$ cat src/sv/sbr_pkg.sv
// Shared types, widths and codes of the stack blur row pass.
`default_nettype none

package sbr_pkg;

   // Pixel format and limits.
   localparam int unsigned CHANNELS     = 4;
   localparam int unsigned CHANNEL_BITS = 8;
   localparam int unsigned MAX_RADIUS   = 63;
   localparam int unsigned MAX_WIDTH    = 4096;
   localparam int unsigned RING_DEPTH   = 2 * MAX_RADIUS + 1;
   localparam int unsigned PIX_W        = CHANNELS * CHANNEL_BITS;

   // Field and register widths.
   localparam int unsigned RAD_W   = 6;
   localparam int unsigned COL_W   = 13;
   localparam int unsigned PTR_W   = 7;
   localparam int unsigned WSUM_W  = 20;
   localparam int unsigned SUM_W   = 14;
   localparam int unsigned DIV_W   = 13;
   localparam int unsigned FACT_W  = 12;
   localparam int unsigned CSR_IDX_W = 4;
   localparam int unsigned STEP_W  = 3;

   typedef logic [CHANNEL_BITS-1:0]              chan_type;
   typedef logic [CHANNELS-1:0][CHANNEL_BITS-1:0] chan_vec_type;
   typedef logic [CHANNELS-1:0][WSUM_W-1:0]       wsum_vec_type;
   typedef logic [CHANNELS-1:0][SUM_W-1:0]        sum_vec_type;
   typedef logic [DIV_W-1:0]                      div_type;
   typedef logic [CSR_IDX_W-1:0]                  csr_idx_type;
   typedef logic [COL_W-1:0]                      csr_data_type;

   // Register indexes of the configuration port.
   localparam csr_idx_type CSR_BLUR_RADIUS = csr_idx_type'(0);
   localparam csr_idx_type CSR_ROW_WIDTH   = csr_idx_type'(1);

   // Sequencer states.
   typedef enum logic [9:0] {
      ST_IDLE   = 10'b00_0000_0001,
      ST_DECIDE = 10'b00_0000_0010,
      ST_MUL    = 10'b00_0000_0100,
      ST_ACC    = 10'b00_0000_1000,
      ST_RD_OLD = 10'b00_0001_0000,
      ST_RD_MID = 10'b00_0010_0000,
      ST_UPD    = 10'b00_0100_0000,
      ST_DIV_LD = 10'b00_1000_0000,
      ST_DIV    = 10'b01_0000_0000,
      ST_OUT    = 10'b10_0000_0000
   } state_type;

endpackage

`default_nettype wire

$ cat src/sv/sbr_div.sv
// Radix-2 restoring divider, one quotient bit per cycle, all channels side by side.
`default_nettype none

module sbr_div (
   input  wire logic                  clock,
   input  wire logic                  reset,
   input  wire logic                  load,
   input  wire sbr_pkg::wsum_vec_type dividend,
   input  wire sbr_pkg::div_type      divisor,
   output sbr_pkg::chan_vec_type      quotient,
   output logic                       done
);

   sbr_pkg::wsum_vec_type rem_ff, rem_in;
   sbr_pkg::chan_vec_type q_ff, q_in;
   logic [sbr_pkg::STEP_W-1:0] cnt_ff, cnt_in;
   logic busy_ff, busy_in;
   logic [sbr_pkg::WSUM_W:0] shifted;

   // The divisor is aligned to the quotient bit under test.
   assign shifted = (sbr_pkg::WSUM_W + 1)'(divisor) << cnt_ff;

   // One compare and subtract per channel per cycle.
   always_comb begin
      rem_in  = rem_ff;
      q_in    = q_ff;
      cnt_in  = cnt_ff;
      busy_in = busy_ff;
      if (load) begin
         rem_in  = dividend;
         q_in    = '0;
         cnt_in  = '1;
         busy_in = 1'b1;
      end else if (busy_ff) begin
         for (int i = 0; i < sbr_pkg::CHANNELS; i++) begin
            if ({1'b0, rem_ff[i]} >= shifted) begin
               rem_in[i] = rem_ff[i] - shifted[sbr_pkg::WSUM_W-1:0];
               q_in[i]   = {q_ff[i][sbr_pkg::CHANNEL_BITS-2:0], 1'b1};
            end else begin
               q_in[i]   = {q_ff[i][sbr_pkg::CHANNEL_BITS-2:0], 1'b0};
            end
         end
         cnt_in = cnt_ff - 1'b1;
         if (cnt_ff == '0) begin
            busy_in = 1'b0;
         end
      end
   end

   always_ff @(posedge clock) begin
      if (reset) begin
         busy_ff <= 1'b0;
      end else begin
         busy_ff <= busy_in;
      end
      rem_ff <= rem_in;
      q_ff   <= q_in;
      cnt_ff <= cnt_in;
   end

   assign quotient = q_ff;
   assign done     = busy_ff && (cnt_ff == '0);

endmodule

`default_nettype wire

$ cat config.mk
export PLATFORM = sky130hd
export DESIGN_NAME = sbr_div
export DESIGN_NICKNAME = d
export VERILOG_FILES = /design/src/sv/sbr_pkg.sv /design/src/sv/sbr_div.sv
export SDC_FILE = /design/constraint.sdc
export NUM_CORES = 1
export LEC_CHECK = 0
export BUFFER_PORTS_ARGS = -buffer_cell sky130_fd_sc_hd__buf_2
export CAP_MARGIN = 20
export CORE_MARGIN = 2
export CORE_UTILIZATION = 53
export CTS_CLUSTER_SIZE = 24
export DETAILED_ROUTE_END_ITERATION = 8
export PLACE_DENSITY_LB_ADDON = 0.2
export SLEW_MARGIN = 20
export SYNTH_ARGS = -nofsm -noshare
export SYNTH_HDL_FRONTEND = slang
export SYNTH_SLANG_ARGS = --single-unit
export TNS_END_PERCENT = 50
$ cat constraint.sdc
create_clock -name clock -period 4.45 [get_ports clock]
set_clock_uncertainty 0.1 [all_clocks]
set_input_delay 0.89 -clock clock [delete_from_list [all_inputs] [get_ports clock]]
set_output_delay 0.89 -clock clock [all_outputs]
set_load 0.02 [all_outputs]
# Word-level counts from Yosys, hierarchy flattened
# Index checks and enable logic that the tools add are counted.
# totals
inputBits,96
word_cells,44
reg_bits,116
output_inout_bits,33
# op_classes
shifts,1
addsub,5
order_cmp,4
n_reduce_logical,11
muxes,13
# op_table
operator,count
$mux W80,2
$ge A20 B21 Y1,4
$mux W20,4
$sub A20 B20 Y20,4
$shl A13 B3 Y21,1
$reduce_bool A2 Y1,5
$reduce_and A2 Y1,4
$mux W1,7
$logic_not A3 Y1,1
$sub A3 B1 Y3 const B,1
$logic_and A1 B1 Y1,1

# Logic depth before layout (Yosys ltp)
# Gate-level depths: netlist of the first run.
# depth
ltp_word,5
mapped_depth,14
depth_no_buf,13

# Least setup slack after synthesis of the first run
# Ideal clock, no wire load.
# synth_path
kind,input to register
from,input divisor[3]
to,"register rem_ff[60] (netlist name), enable pin"
setup_ns,0.407
path_buffers,0
required_time_ns,3.943
path_slack_ns,0.062
arrival_ns,3.881
path_stages,12
path_cell_list,mux2_2 nor2_1 a21oi_1 mux2i_1 ha_1 nor2_1 a21oi_1 o31ai_2 o21ai_1 a221oi_2 o21a_1 o221ai_1
# synth_via
elab_chain_len,4
# synth_lines
element,line_no,text
"start, declared",sbr_div.sv:9,"input wire sbr_pkg::div_type divisor,"
$shl A13 B3 Y21,sbr_div.sv:21,assign shifted = (sbr_pkg::WSUM_W + 1)'(divisor) << cnt_ff;
$ge A20 B21 Y1,sbr_div.sv:36,"if ({1'b0, rem_ff[i]} >= shifted) begin"
$reduce_bool A2 Y1 (no line),n/a,
$reduce_and A2 Y1 (no line),n/a,
"end signal, assigned",sbr_div.sv:56,rem_ff <= rem_in;
"end, declared",sbr_div.sv:14,"sbr_pkg::wsum_vec_type rem_ff, rem_in;"
# No other way between the ends.
# A chain may end at the register's enable or synchronous reset.

# Worst setup path in the final report of the first run
# layout_path
from,register cnt_ff[0] (netlist name)
to,"register rem_ff[63] (netlist name), enable pin"
# layout_via
elab_chain_len,4
# layout_lines
element,line_no,text
"start, declared",sbr_div.sv:16,"logic [sbr_pkg::STEP_W-1:0] cnt_ff, cnt_in;"
"start signal, assigned",sbr_div.sv:58,cnt_ff <= cnt_in;
$shl A13 B3 Y21,sbr_div.sv:21,
$ge A20 B21 Y1,sbr_div.sv:36,
$reduce_bool A2 Y1 (no line),n/a,
$reduce_and A2 Y1 (no line),n/a,
# No other way between the ends.

==> impl_metrics.tcl, run 1 <==
set metrics [dict create \
    outcome "completed" \
    syn_to_final_growth_pct 18.2 \
    maxCapViolCount 0 \
    power.share.switching_pct 40.2 \
    rsz0062_at_grt "false" \
    antenna_left 0 \
    num_vias 8226 \
    hold_path_startpoint "quotient[15]" \
    cts_sinks 116 \
    power.switching_w 0.00249 \
    slew_viol_final 0 \
    clockRootBuffer "clkbuf_16" \
    reg2reg_from "cnt_ff[0]" \
    firstDrtPassIters 5 \
    min_period_ns 4.16 \
    cts_resized 0 \
    ys.warnings.count 0 \
    post_cts_buffers 0 \
    power_frac_clock_pct 20.5 \
    ctsHoldBuffers 0 \
    grt_overflow 0 \
    diodes 0 \
    rows 48 \
    syn_inst 1018 \
    internal_power_w 0.00371 \
    power_frac_comb_pct 52.9 \
    hold_path_depth 2 \
    ys_seq_area_share_pct 34.2 \
    worstSetupStartpointType "flop" \
    seqPwrFrac_pct 26.6 \
    synth_area_mm2 0.00914 \
    synthTopCellsByArea "edfxtp_1, ha_1, dfxtp_1" \
    power_density_mw_per_mm2 575 \
    clk_latency_ns 0.43 \
    htreeDepth 4 \
    slew_headroom_pct 58.3 \
    p_leak_nw 4.81 \
    fp.coreArea_mm2 0.0171 \
    dieArea_mm2 0.0183 \
    crit_required_ns 4.48 \
    wire_per_inst_um 18.1 \
    grt_pass1_wl_mm 40.0 \
    path_clk_slew_ns 0.06 \
    remaining_drc_errors 0 \
    synth.largest_area_cell "edfxtp_1" \
    r2r_slack_ns 0.29 \
    final_nets 1344 \
    dieHeight_um 135 \
    grt_max_degree 123 \
    setup_viol 0 \
    hp-class "reg -> reg" \
    vias_per_cell 5.88 \
    final-hold-violation-count 0 \
    path_class "reg -> reg" \
    rr_worst_depth 11 \
    syn-num-nets 1200 \
    cts_buffer_depth 2 \
    grt_pass1_vias 7842 \
    ios 129 \
    cts_made_buffers 17 \
    die_w_um 135 \
    io_buffer_count 128 \
    slowest_stage "dfxtp_1" \
    fmax_mhz 241 \
    start_util_pct 53.6 \
    drt_iter0_drc 535 \
    slowest_delay_ns 0.65 \
    cts_tree "yes" \
    finalWirelength_mm 25.4 \
    tightest_slew_ns 0.610 \
    antenna_found_initial 1 \
    worst_setup_path_end_kind "flop" \
    hold-path-endpoint "quotient[15]" \
    crit_fanout 20 \
    synthFlopType "edfxtp_1" \
    tns_ns 0 \
    synth_top_area_share_pct 26.3 \
    dp.final_hpwl_mm 18.8 \
    path_cells "mux4_2 -> a22oi_1 -> buf_4 -> ha_1 -> and3_1 -> and2_1 -> nand3_1 -> nor4_1 -> a41oi_1 -> o221ai_2 -> buf_12" \
    place.gp.congestion 0.920 \
    p_total_w 0.00620 \
    syn_area_per_cell_um2 8.98 \
    vdd_drop_max_mv 0.298 \
    synth_edf_count 80 \
    drive_gt1_share_pct 19.2 \
    ys_ff_latch 116 \
    reg2reg_to "rem_ff[63]" \
    cp.arrival_ns 4.18 \
    grt_usage_pct 28.0 \
    ys_types 75 \
    async_reset_ff_share_pct 0 \
    finalCritPeriodShare_pct 93.4 \
]
state kept, by name (all words and copies together), names as in the netlist:
| register | count |
|---|---|
| quotient | 32 |
| cnt_ff | 3 |
| rem_ff | 80 |
| busy_ff | 1 |
how the worst max path moves through the flow:
stage,from,end,slack (ns),cells past startpoint
6_report,cnt_ff[0],rem_ff[63],0.29,11
5_1_grt,cnt_ff[0],rem_ff[65],0.08,11
3_3_place_gp,divisor[7],rem_ff[78],0.14,12
4_1_cts,cnt_ff[0],rem_ff[65],0.32,11
2_1_floorplan,divisor[3],rem_ff[60],0.06,12
3_5_place_dp,divisor[7],rem_ff[78],0.16,12
power groups by stage:
stage	logic, W	registers (W)	clock network, W
6_report	0.00328	0.00165	0.00127
5_1_grt	0.00366	0.00167	0.00133
4_1_cts	0.00325	0.00165	0.00129
3_5_place_dp	0.00323	0.00166	0
3_3_place_gp	0.00319	0.00166	0
2_1_floorplan	0.00247	0.00162	0
stage by stage:
step	instance area (um2)	hold WS [ns]	instances	util [%]	setup slack, ns
floorplan	9140	0.455	1018	-	0.0624
global placement	10300	0.374	1368	60.2	0.145
detailed placement	10300	0.390	1368	60.2	0.161
CTS	10800	0.403	1400	63.3	0.315
global route	10800	0.433	1400	63.3	0.0807
finish	10800	0.407	1400	63.3	0.294
cell usage in the layout, fill, tap and decap left out, types with 8 or more instances in the layout:
master and count:
nand2_1 104, ha_1 82, nor3_1 14, nor2_1 94, buf_2 127, a211oi_1 13, mux2_2 8, nand4_1 13
buf_4 40, o21a_1 17, nand2b_1 11, o21ai_0 57, a21o_1 30, and3_1 10, xnor2_1 32, inv_1 29
mux2i_1 50, o31ai_1 11, edfxtp_1 80, nand3_1 30, nor2b_1 13, a21oi_1 64, o21ai_1 38, clkbuf_16 17
dfxtp_1 35, o21bai_1 13, xor2_1 20
worst max-delay path: cells and delay by family, from the launching register on:
family | cells | cell delay (ns)
AO/OA/AOI/OAI | 3 | 0.92
adder cells (fa/ha/maj) | 1 | 0.26
flip-flops | 1 | 0.65
multiplexers | 1 | 0.60
AND/OR/NAND/NOR | 4 | 0.88
buffers and inverters | 2 | 0.45
logic make-up (layout without fill, tap and decap cells):
group	Yosys count	after routing	share of synthesized area (%)
muxes	62	62	7.45
adders and majority gates	86	86	12.1
buffers and inverters	76	233	3.12
and+or+nand+nor	316	316	15.9
DFF	116	116	34.2
xor gates and xnor gates	52	52	4.98
AOI/OAI and AO/OA	310	310	22.3
metal layers:
layer | wire, um | GRT usage [%] | up-vias | share of wire (%)
met5 | 12 | 0 | - | 0.047
met4 | 752 | 9.95 | 2 | 3.0
met3 | 1720 | 6.55 | 54 | 6.8
met2 | 11500 | 45.0 | 295 | 45
met1 | 11400 | 37.3 | 3774 | 45
li1 | - | - | 4101 | -
synthesized netlist by cell type, types with 3 or more instances:
cell type,n
nand4_1,13
a31oi_1,7
mux2_2,8
o21ai_0,57
fa_1,4
buf_1,7
ha_1,82
and3_1,10
o211ai_1,4
nor4b_1,3
dfxtp_1,36
a21o_1,30
nor3b_1,7
mux4_2,4
a211o_1,6
o31ai_1,11
o21ai_1,38
nand2b_1,11
and2_1,3
edfxtp_1,80
o31a_1,6
o21bai_1,13
a311o_1,3
inv_1,29
o21a_1,17
clkbuf_1,39
nand2_1,104
nand3_1,30
xor2_1,20
nor2_1,94
nor3_1,14
nor2b_1,13
mux2i_1,50
a211oi_1,13
nor4_1,5
a21oi_1,64
a41oi_1,4
xnor2_1,32
layout make-up:
cell class | instances | area [um2]
Clock buffer | 21 | 460
Fill cell | 1521 | 6260
Sequential cell | 116 | 3120
Timing Repair Buffer | 171 | 1010
Multi-Input combinational cell | 826 | 5740
Inverter | 30 | 113
Clock inverter | 11 | 75.1
Tap cell | 225 | 282
Note: power is estimated with default switching activity, not from simulation.
==> inputs of run 2 (changes only) <==
==> constraint.sdc (replaced) <==
create_clock -name clock -period 4.45 [get_ports clock]
set_clock_uncertainty 0.1 [all_clocks]
set_input_delay 0.445 -clock clock [delete_from_list [all_inputs] [get_ports clock]]
set_output_delay 0.445 -clock clock [all_outputs]
set_load 0.02 [all_outputs]
==> run 2 against run 1 <==
Clock power rose by 7%; sequential share of layout area rose by 0.079 points; via count rose by 1.5%; register-to-register slack got worse by 0.05 ns; global-route usage rose by 0.30 points; non-clock buffer count fell by 8; final cell count fell by 0.57%; hold slack got worse by 0.35 ns; sequential power barely moved; largest power group unchanged; highest routed layer is now met4.
==> impl_metrics.tcl, run 2 (synthesis results as in run 1) <==
set metrics [dict create \
    outcome "completed" \
    diodes 0 \
    dieArea_mm2 0.0183 \
    rows 48 \
    path_cells "buf_4 -> mux4_2 -> mux2i_1 -> buf_4 -> ha_1 -> inv_1 -> o221ai_2 -> a22o_1 -> a311o_1 -> a21o_1 -> a211o_1 -> a21o_1 -> buf_12" \
    htreeDepth 4 \
    firstDrtPassIters 7 \
    grt_pass1_wl_mm 39.8 \
    drt_iter0_drc 606 \
    fmax_mhz 238 \
    ios 129 \
    slew_headroom_pct 39.9 \
    timing.final.ws_setup_ns 0.248 \
    r2r_slack_ns 0.25 \
    cts_tree "yes" \
    hold-path-endpoint "busy_ff" \
    final_nets 1336 \
    finalCritPeriodShare_pct 94.4 \
    reg2reg_to "rem_ff[8]" \
    antenna_found_initial 0 \
    largest_reg_flops 80 \
    die_w_um 135 \
    maxCapViolCount 0 \
    io_buffer_count 128 \
    cp.arrival_ns 4.29 \
    reg2reg_from "cnt_ff[1]" \
    worst_setup_path_end_kind "flop" \
    clockRootBuffer "clkbuf_16" \
    cts_sinks 116 \
    tightest_slew_ns 0.902 \
    vdd_drop_max_mv 0.312 \
    p_leak_nw 4.78 \
    hold_path_startpoint "reset" \
    hold-worst-slack_ns 0.0584 \
    fp.coreArea_mm2 0.0171 \
    hold_path_depth 2 \
    layout_commonest_cell "buf_2" \
    cts_buffer_depth 2 \
    min_period_ns 4.20 \
    power_density_mw_per_mm2 585 \
    rsz0062_at_grt "false" \
    slowest_stage "dfxtp_1" \
    syn_to_final_growth_pct 17.9 \
    rr_worst_depth 13 \
    crit_fanout 14 \
    top_register "rem_ff" \
    wire_per_inst_um 18.6 \
    final_cell_mix "buf_2, nand2_1, nor2_1" \
    dpl.cell_count 1360 \
    dieHeight_um 135 \
    setup_viol 0 \
    start_util_pct 53.6 \
    clk_latency_ns 0.43 \
    tns_ns 0 \
    num_vias 8351 \
    grt_pass1_vias 7699 \
    antenna_left 0 \
    drive_gt1_share_pct 19.0 \
    grt_max_degree 99 \
    remaining_drc_errors 0 \
    place.gp.congestion 0.952 \
    cts_made_buffers 17 \
    slowest_delay_ns 0.49 \
    worstSetupStartpointType "flop" \
    vias_per_cell 6.00 \
    layout.cells.non_filler 1392 \
    finalWirelength_mm 25.8 \
    path_clk_slew_ns 0.06 \
    path_class "reg -> reg" \
    slew_viol_final 0 \
    hp-class "in -> reg" \
    grt_overflow 0 \
    final-hold-violation-count 0 \
    dp.final_hpwl_mm 19.1 \
    pre_cts_ws_ns 0.270 \
    grt_usage_pct 28.3 \
    crit_required_ns 4.54 \
]
run 2: cell count changes in the layout (fill, tap and decap cells not counted), moves of 2 or more:
cell | before | now
buf_4 | 40 | 33
inv_6 | 2 | 5
clkbuf_1 | 2 | 0
clkbuf_8 | 2 | 0
inv_4 | 4 | 2
inv_8 | 0 | 2
run 2: layout make-up:
cell class	instances	area [um2]
Clock inverter	15	145
Fill cell	1475	6280
Sequential cell	116	3130
Inverter	30	113
Clock buffer	17	425
Multi-Input combinational cell	826	5750
Timing Repair Buffer	163	935
Tap cell	225	282
run 2: worst max-delay path by stage:
stage | startpoint | to | slack (ns)
2_1_floorplan | cnt_ff[0] | rem_ff[60] | 0.16
3_3_place_gp | cnt_ff[0] | rem_ff[15] | 0.36
3_5_place_dp | cnt_ff[0] | rem_ff[15] | 0.27
4_1_cts | cnt_ff[0] | rem_ff[64] | 0.22
5_1_grt | cnt_ff[1] | rem_ff[8] | 0.02
6_report | cnt_ff[1] | rem_ff[8] | 0.25
run 2: critical path: cells and delay by family (launching register included):
kind,cells,cell delay [ns]
buffers and inverters,4,0.81
flip-flops,1,0.49
multiplexers,2,0.69
AO/OA/AOI/OAI,6,1.60
adder cells (fa/ha/maj),1,0.27
run 2: routing by layer:
metal	track usage [%]	wire length [um]	up-vias
met5	0	0	-
met4	10.9	703	0
met3	5.99	1720	47
met2	46.6	12000	312
met1	36.8	11400	3920
li1	-	-	4072
run 2: what timing repair did:
item,CTS,global route
endpoints found under the setup margin,0,43
hold buffers,0,0
resized for setup,0,3
buffers inserted,0,0
run 2: report_power, final:
part	switching (W)	internal, W	leakage [nW]
combinational	0.00188	0.00141	3.40
sequential	0.000125	0.00153	1.09
clock	0.000573	0.000784	0.287
run 2: stage by stage:
| step | total power [W] | utilization, % | cell area, um2 |
|---|---|---|---|
| 2_1_floorplan | 0.00409 | - | 9140 |
| 3_3_place_gp | 0.00481 | 59.7 | 10200 |
| 3_5_place_dp | 0.00487 | 59.7 | 10200 |
| 4_1_cts | 0.00625 | 63.1 | 10800 |
| 5_1_grt | 0.00669 | 63.2 | 10800 |
| 6_report | 0.00630 | 63.2 | 10800 |
